File: src/hdl/gpf_pkg.sv
`timescale 1ns / 1ps

package gpf_pkg;

  localparam int MAX_CARDS = 1024;
  localparam int MAX_ROWS  = 512;
  localparam int MAX_COLS  = 512;

  localparam int CARD_AW = $clog2(MAX_CARDS);
  localparam int CNT_W   = $clog2(MAX_CARDS + 1);
  localparam int NODES   = MAX_ROWS + MAX_COLS;
  localparam int NODE_AW = $clog2(NODES);
  localparam int NODE_W  = $clog2(NODES + 1);
  localparam int POS_W   = 10;
  localparam int VAL_W   = 32;
  localparam int SUM_W   = 42;
  localparam int CFG_IDX_W = 2;

  localparam logic [CFG_IDX_W-1:0] REG_ROW_COUNT = CFG_IDX_W'(0);
  localparam logic [CFG_IDX_W-1:0] REG_COL_COUNT = CFG_IDX_W'(1);

  typedef struct packed {
    logic [POS_W-1:0] row;
    logic [POS_W-1:0] col;
    logic [VAL_W-1:0] value;
  } card_t;

  typedef struct packed {
    logic load_fire;
    logic job_start;
    logic init_step;
    logic key_rd;
    logic key_latch;
    logic shift_rd;
    logic shift_cmp;
    logic i_clr;
    logic card_rd;
    logic card_chk;
    logic find_rd;
    logic find_cmp;
    logic merge;
    logic out_load;
  } ctrl_cmd_t;

  typedef struct packed {
    logic init_last;
    logic sort_more;
    logic shift_lt;
    logic sort_last;
    logic card_ok;
    logic is_root;
    logic find_v;
    logic proc_last;
    logic out_pend;
  } dp_stat_t;

endpackage

File: src/hdl/gpf_ctrl.sv
`timescale 1ns / 1ps

module gpf_ctrl (
  input  logic                clk,
  input  logic                rst_n,
  input  logic                in_valid,
  input  logic                in_last,
  output logic                in_ready,
  output gpf_pkg::ctrl_cmd_t  cmd,
  input  gpf_pkg::dp_stat_t   stat
);

  typedef enum logic [13:0] {
    S_LOAD     = 14'b00000000000001,
    S_START    = 14'b00000000000010,
    S_INIT     = 14'b00000000000100,
    S_KEY_RD   = 14'b00000000001000,
    S_KEY_WT   = 14'b00000000010000,
    S_SH_RD    = 14'b00000000100000,
    S_SH_CMP   = 14'b00000001000000,
    S_PR_START = 14'b00000010000000,
    S_PR_RD    = 14'b00000100000000,
    S_PR_CHK   = 14'b00001000000000,
    S_FD_RD    = 14'b00010000000000,
    S_FD_CMP   = 14'b00100000000000,
    S_MERGE    = 14'b01000000000000,
    S_FIN      = 14'b10000000000000
  } state_t;

  state_t state_r, state_nxt;

  always_ff @(posedge clk) begin
    if (!rst_n) begin
      state_r <= S_LOAD;
    end else begin
      state_r <= state_nxt;
    end
  end

  assign in_ready = (state_r == S_LOAD);

  always_comb begin
    state_nxt = state_r;
    cmd = '0;
    case (state_r)
      S_LOAD: begin
        cmd.load_fire = in_valid;
        if (in_valid && in_last) begin
          state_nxt = S_START;
        end
      end
      S_START: begin
        cmd.job_start = 1'b1;
        state_nxt = S_INIT;
      end
      S_INIT: begin
        cmd.init_step = 1'b1;
        if (stat.init_last) begin
          state_nxt = stat.sort_more ? S_KEY_RD : S_PR_START;
        end
      end
      S_KEY_RD: begin
        cmd.key_rd = 1'b1;
        state_nxt = S_KEY_WT;
      end
      S_KEY_WT: begin
        cmd.key_latch = 1'b1;
        state_nxt = S_SH_RD;
      end
      S_SH_RD: begin
        cmd.shift_rd = 1'b1;
        state_nxt = S_SH_CMP;
      end
      S_SH_CMP: begin
        cmd.shift_cmp = 1'b1;
        if (stat.shift_lt) begin
          state_nxt = S_SH_RD;
        end else if (stat.sort_last) begin
          state_nxt = S_PR_START;
        end else begin
          state_nxt = S_KEY_RD;
        end
      end
      S_PR_START: begin
        cmd.i_clr = 1'b1;
        state_nxt = S_PR_RD;
      end
      S_PR_RD: begin
        cmd.card_rd = 1'b1;
        state_nxt = S_PR_CHK;
      end
      S_PR_CHK: begin
        cmd.card_chk = 1'b1;
        if (stat.card_ok) begin
          state_nxt = S_FD_RD;
        end else if (stat.proc_last) begin
          state_nxt = S_FIN;
        end else begin
          state_nxt = S_PR_RD;
        end
      end
      S_FD_RD: begin
        cmd.find_rd = 1'b1;
        state_nxt = S_FD_CMP;
      end
      S_FD_CMP: begin
        cmd.find_cmp = 1'b1;
        state_nxt = (stat.is_root && stat.find_v) ? S_MERGE : S_FD_RD;
      end
      S_MERGE: begin
        cmd.merge = 1'b1;
        state_nxt = stat.proc_last ? S_FIN : S_PR_RD;
      end
      S_FIN: begin
        if (!stat.out_pend) begin
          cmd.out_load = 1'b1;
          state_nxt = S_LOAD;
        end
      end
      default: begin
        state_nxt = S_LOAD;
      end
    endcase
  end

endmodule

File: config.mk
export PLATFORM = sky130hd
export DESIGN_NAME = gpf_ctrl
export DESIGN_NICKNAME = d
export VERILOG_FILES = /design/src/hdl/gpf_pkg.sv /design/src/hdl/gpf_ctrl.sv
export SDC_FILE = /design/constraint.sdc
export NUM_CORES = 1
export LEC_CHECK = 0
export ABC_CLOCK_PERIOD_IN_PS = 1700
export BUFFER_PORTS_ARGS = -buffer_cell sky130_fd_sc_hd__buf_2
export CORE_MARGIN = 4
export CORE_UTILIZATION = 47
export CTS_BUF_LIST = sky130_fd_sc_hd__clkbuf_4 sky130_fd_sc_hd__clkbuf_8
export DETAILED_ROUTE_END_ITERATION = 7
export PLACE_DENSITY_LB_ADDON = 0.25
export REMOVE_ABC_BUFFERS = 1
export SLEW_MARGIN = 15
export SYNTH_ARGS = -nofsm -noshare
export SYNTH_HDL_FRONTEND = slang
export SYNTH_SLANG_ARGS = --single-unit
export TNS_END_PERCENT = 5
File: constraint.sdc
create_clock -name clk -period 1.7 [get_ports clk]
set_clock_uncertainty 0.15 [all_clocks]
set_input_delay 0.17 -clock clk [delete_from_list [all_inputs] [get_ports clk]]
set_output_delay 0.17 -clock clk [all_outputs]
set_load 0.01 [all_outputs]
* Yosys cells after proc, flatten, opt, wreduce, memory -nomap -nowiden
Cells that the tools add are included.
** Storage, ports and cells
- Register bits after elaboration :: 14
- Input bits :: 13
- Output and inout bits :: 15
- Word-level logic and storage cells :: 46
** Cells by class
- Equal/unequal tests :: 17
- Mux-type cells :: 25
- Reduce and logical (&&, ||, !) cells :: 3
** Operator list (count)
- 14-bit case mux with 14 select lines :: 1
- 14-bit two-way mux :: 6
- 8-bit two-way mux :: 2
- 1-bit two-way mux :: 15
- 14-bit by 1-bit equality test with 1-bit output, second input constant :: 1
- 14-bit by 10-bit equality test with 1-bit output, second input constant :: 1
- 14-bit by 11-bit equality test with 1-bit output, second input constant :: 1
- 14-bit by 12-bit equality test with 1-bit output, second input constant :: 1
- 14-bit by 13-bit equality test with 1-bit output, second input constant :: 1
- 14-bit equality test, second input constant :: 1
- 14-bit by 2-bit equality test with 1-bit output, second input constant :: 1
- 14-bit by 3-bit equality test with 1-bit output, second input constant :: 1
- 14-bit by 4-bit equality test with 1-bit output, second input constant :: 1
- 14-bit by 5-bit equality test with 1-bit output, second input constant :: 1
- 14-bit by 6-bit equality test with 1-bit output, second input constant :: 1
- 14-bit by 7-bit equality test with 1-bit output, second input constant :: 1
- 14-bit by 8-bit equality test with 1-bit output, second input constant :: 1
- 14-bit by 9-bit equality test with 1-bit output, second input constant :: 1
- 13-bit two-way mux :: 1
- 2-bit != test, second input constant :: 2
- 3-bit AND reduction :: 1
- 1-bit logical AND :: 2
- 2-bit by 1-bit != test with 1-bit output, second input constant :: 1

* Depth between registers and ports, before layout
- Depth in word-level cells :: 3
- Mapped depth :: 6

* Worst setup path after synthesis
OpenSTA, ideal clock, no wires.
- Path type :: register to output
- Start point :: register state_r[4]
- End point :: output port cmd[13] in the netlist's numbering
- Arrival time :: 1561 ps
- Slack :: -181 ps
- Stages on the path, launching flop included :: 5
- Path buffers :: 0
- Path through :: dfxtp_1 > nor4_2 > nand4_1 > nor3b_1 > and2_1
** RTL lines
- start, declared :: line gpf_ctrl.sv:30 : state_t state_r, state_nxt;
- start signal, assigned :: line gpf_ctrl.sv:36 : state_r <= state_nxt;
- end, declared :: line gpf_ctrl.sv:9 : output gpf_pkg::ctrl_cmd_t cmd,

==> metrics.md <==
| Metric | Value |
|---|---|
| Io pins | `28` |
| Drt initial violations | `44` |
| DRC Markers | `0` |
| Die Span Y | `52.2 um` |
| Clock Path Buffers | `2` |
| Max Slew Vio Count | `0` |
| Post-layout net count | `191` |
| Final ANT Viol Nets | `0` |
| Sw power | `420 uW` |
| Largest net degree at the start of global routing | `14` |
| Most frequent cells in the layout | `33 x buf_4, 24 x buf_2, 9 x nor2_1, 9 x nand2_1, 9 x dfxtp_1` |
| Hpwl dp | `2160 um` |
| Worst Setup End Kind | `output pin` |
| Final WS setup | `-0.537 ns` |
| # H-tree levels | `1` |
| Gr usage total | `0.257` |
| Routability cong. | `0.842` |
| Clk sinks | `14` |
| Total number of vias | `1,218` |
| GRT Residual Overflow | `0` |
| Outcome | `complete, but fails checks` |
| WL per Instance | `18.2 um` |
| Most Used Layer, Global Route | `met2` |
| Share of flip-flops with an asynchronous set or reset | `0` |
| N_diodes | `0` |
| Worst setup SP type | `flip-flop` |
| Largest regs | `state_r: 14 flops` |
| Critical Path Fanout Max | `4` |
| Prevailing post-synth register cell | `dfxtp_1` |
| Clk slew on worst S/H paths | `0.09 ns` |
| Most common cell after layout, fill and taps aside | `buf_4` |
| Fillers | `108` |
| Hold Vio Cnt, Final | `0` |
| Met2 usage | `0.462` |
| Ys Warns | `0` |
| Highest Clock Rate | `447 MHz` |
| Net Sw Frac | `0.356` |
| Max-slew headroom | `0.690` |
| Unrepaired setup endpoints after global routing | `yes` |
| Worst Path Required | `1.38 ns` |
| Area Growth Syn to Fin | `68.0%` |
| Total CTS buffers | `3` |
| Dpl ws | `-0.303 ns` |
| Layout cells sized above 1 | `0.540` |
| Sequential cell area | `287 um2` |
| Count of final setup violators | `26` |
| Seq/Total Area, Yosys | `0.305` |
| Leak | `0.000679 uW` |
| Data arrival time of the critical path | `1.92 ns` |
| Clock power frac | `0.164` |
| Multi-input gate area | `739 um2` |
| TritonCTS clock tree | `yes` |
| Pwr/cell area | `765 nW/um2` |
| Vias in the first global route | `1,161` |
| Syn_area_per_cell | `8.28 um2` |
| Die ar. | `2730 um2` |
| Tmin final | `2.24 ns` |
| Initial antenna violation count | `0` |
| Initial Utilization | `0.516` |
| Hold slack | `0.0170 ns` |
| First-pass iteration count of the detailed router | `5` |
| Reg power frac | `0.320` |
| Site row count | `15` |
| Critical path class | `reg -> out` |
| Design area | `1550 um2` |
| Grt met3 use | `0.0199` |
| Final period utilization | `1.32` |
| Dpl cell area | `1300 um2` |
| Failing checks | `setup timing` |
| Met1 Resource Use GR | `0.305` |
| Max reg flops | `14` |
| Logic pwr share | `0.517` |
| Worst IR Drop VDD | `0.000762 V` |
| Number of unique standard cell types used by synthesis | `41` |
| Routed vias/inst | `6.06` |
| Worst-Margin Slew | `0.459 ns` |
| Core ar. | `1780 um2` |
| Post-Synthesis Cells | `111` |
| Max_cap viols | `0` |
| Clock root buffer master | `clkbuf_4` |
| Worst skew pair latency | `0.29 ns` |
| Total wire length | `3660 um` |
| IO buf count | `27` |
| Flops & latches, synth | `14` |
| HP Class | `in -> reg` |
| First-pass GRT wire length | `5180 um` |
| Internal Power | `761 uW` |
| Post-Syn Area | `920 um2` |
| Die outline width | `52.2 um` |
| Reg with most FFs | `state_r` |
| Post-synth EDFFs | `0` |
## logic make-up after synthesis
kind of cell | Yosys count | share of synthesized area
flip-flops | 14 | 0.305
AO/OA/AOI/OAI | 16 | 0.131
XOR/XNOR | 3 | 0.0286
buffers and inverters | 6 | 0.0258
AND/OR/NAND/NOR | 72 | 0.510
## cell type report
| cell class | count | share of cell area |
|---|---|---|
| flip-flops and latches | 14 | 0.185 |
| clock buffers | 3 | 0.0146 |
| well taps | 25 | 0.0202 |
| multi-input cells | 91 | 0.479 |
| inverters | 3 | 0.00729 |
| repair buffers | 65 | 0.294 |
## power by group through the flow
stage	clock network, uW	registers (uW)	logic, uW
final	193	378	611
after global routing	211	378	652
after CTS	198	375	561
after detailed placement	0	382	451
after global placement	0	381	440
after floorplan	0	397	230
## worst max-delay path, cell delays in order, from the launching register on
cell     delay, ns
dfxtp_2       0.35
nor4_4        0.38
buf_4         0.18
nand4_1       0.17
buf_4         0.21
nor3b_4       0.19
buf_2         0.16
## repair_timing
item,in CTS,in global routing
gates cloned,0,0
resized for setup,20,12
hold buffers,3,0
setup buffers,3,2
endpoints found under the setup margin,28,28
pin swaps,8,7
hold endpoints to repair,4,0
## per-layer routing
metal	wire length (um)	vias to the layer above	part of all wire
li1	-	546	-
met1	1390	578	0.38
met4	181	0	0.049
met3	255	21	0.070
met5	0	-	0
met2	1840	73	0.50
## synth_stat cells (3+ instances only)
cell	number	area share
and2_1	6	0.041
dfxtp_1	14	0.30
inv_1	3	0.012
nand2_1	9	0.037
nand3_1	6	0.033
nand3b_1	3	0.024
nor2_1	10	0.041
nor2b_1	5	0.034
nor3_1	6	0.033
nor3b_1	3	0.024
nor4_1	5	0.034
o21ai_0	3	0.016
xor2_1	3	0.029
## through the flow
stage                     total power, uW  TNS (ns)  instances   util
after floorplan                       627    -0.611        108      -
after global placement                821     -3.03        190  0.728
after detailed placement              833     -3.80        190  0.728
after CTS                            1130     -6.15        199  0.829
after global routing                 1240     -9.12        201  0.867
final                                1180     -7.58        201  0.867
## path summary, 6_finish.rpt
path	start	end	slack [ns]	cells after the start
min reg2reg	state_r[11]	state_r[0]	0.56	3
max	state_r[13]	cmd[12]	-0.54	6
min	stat[6]	state_r[5]	0.02	3
max reg2reg	state_r[13]	state_r[7]	-0.38	7
Power figures use the tool's default switching activity.
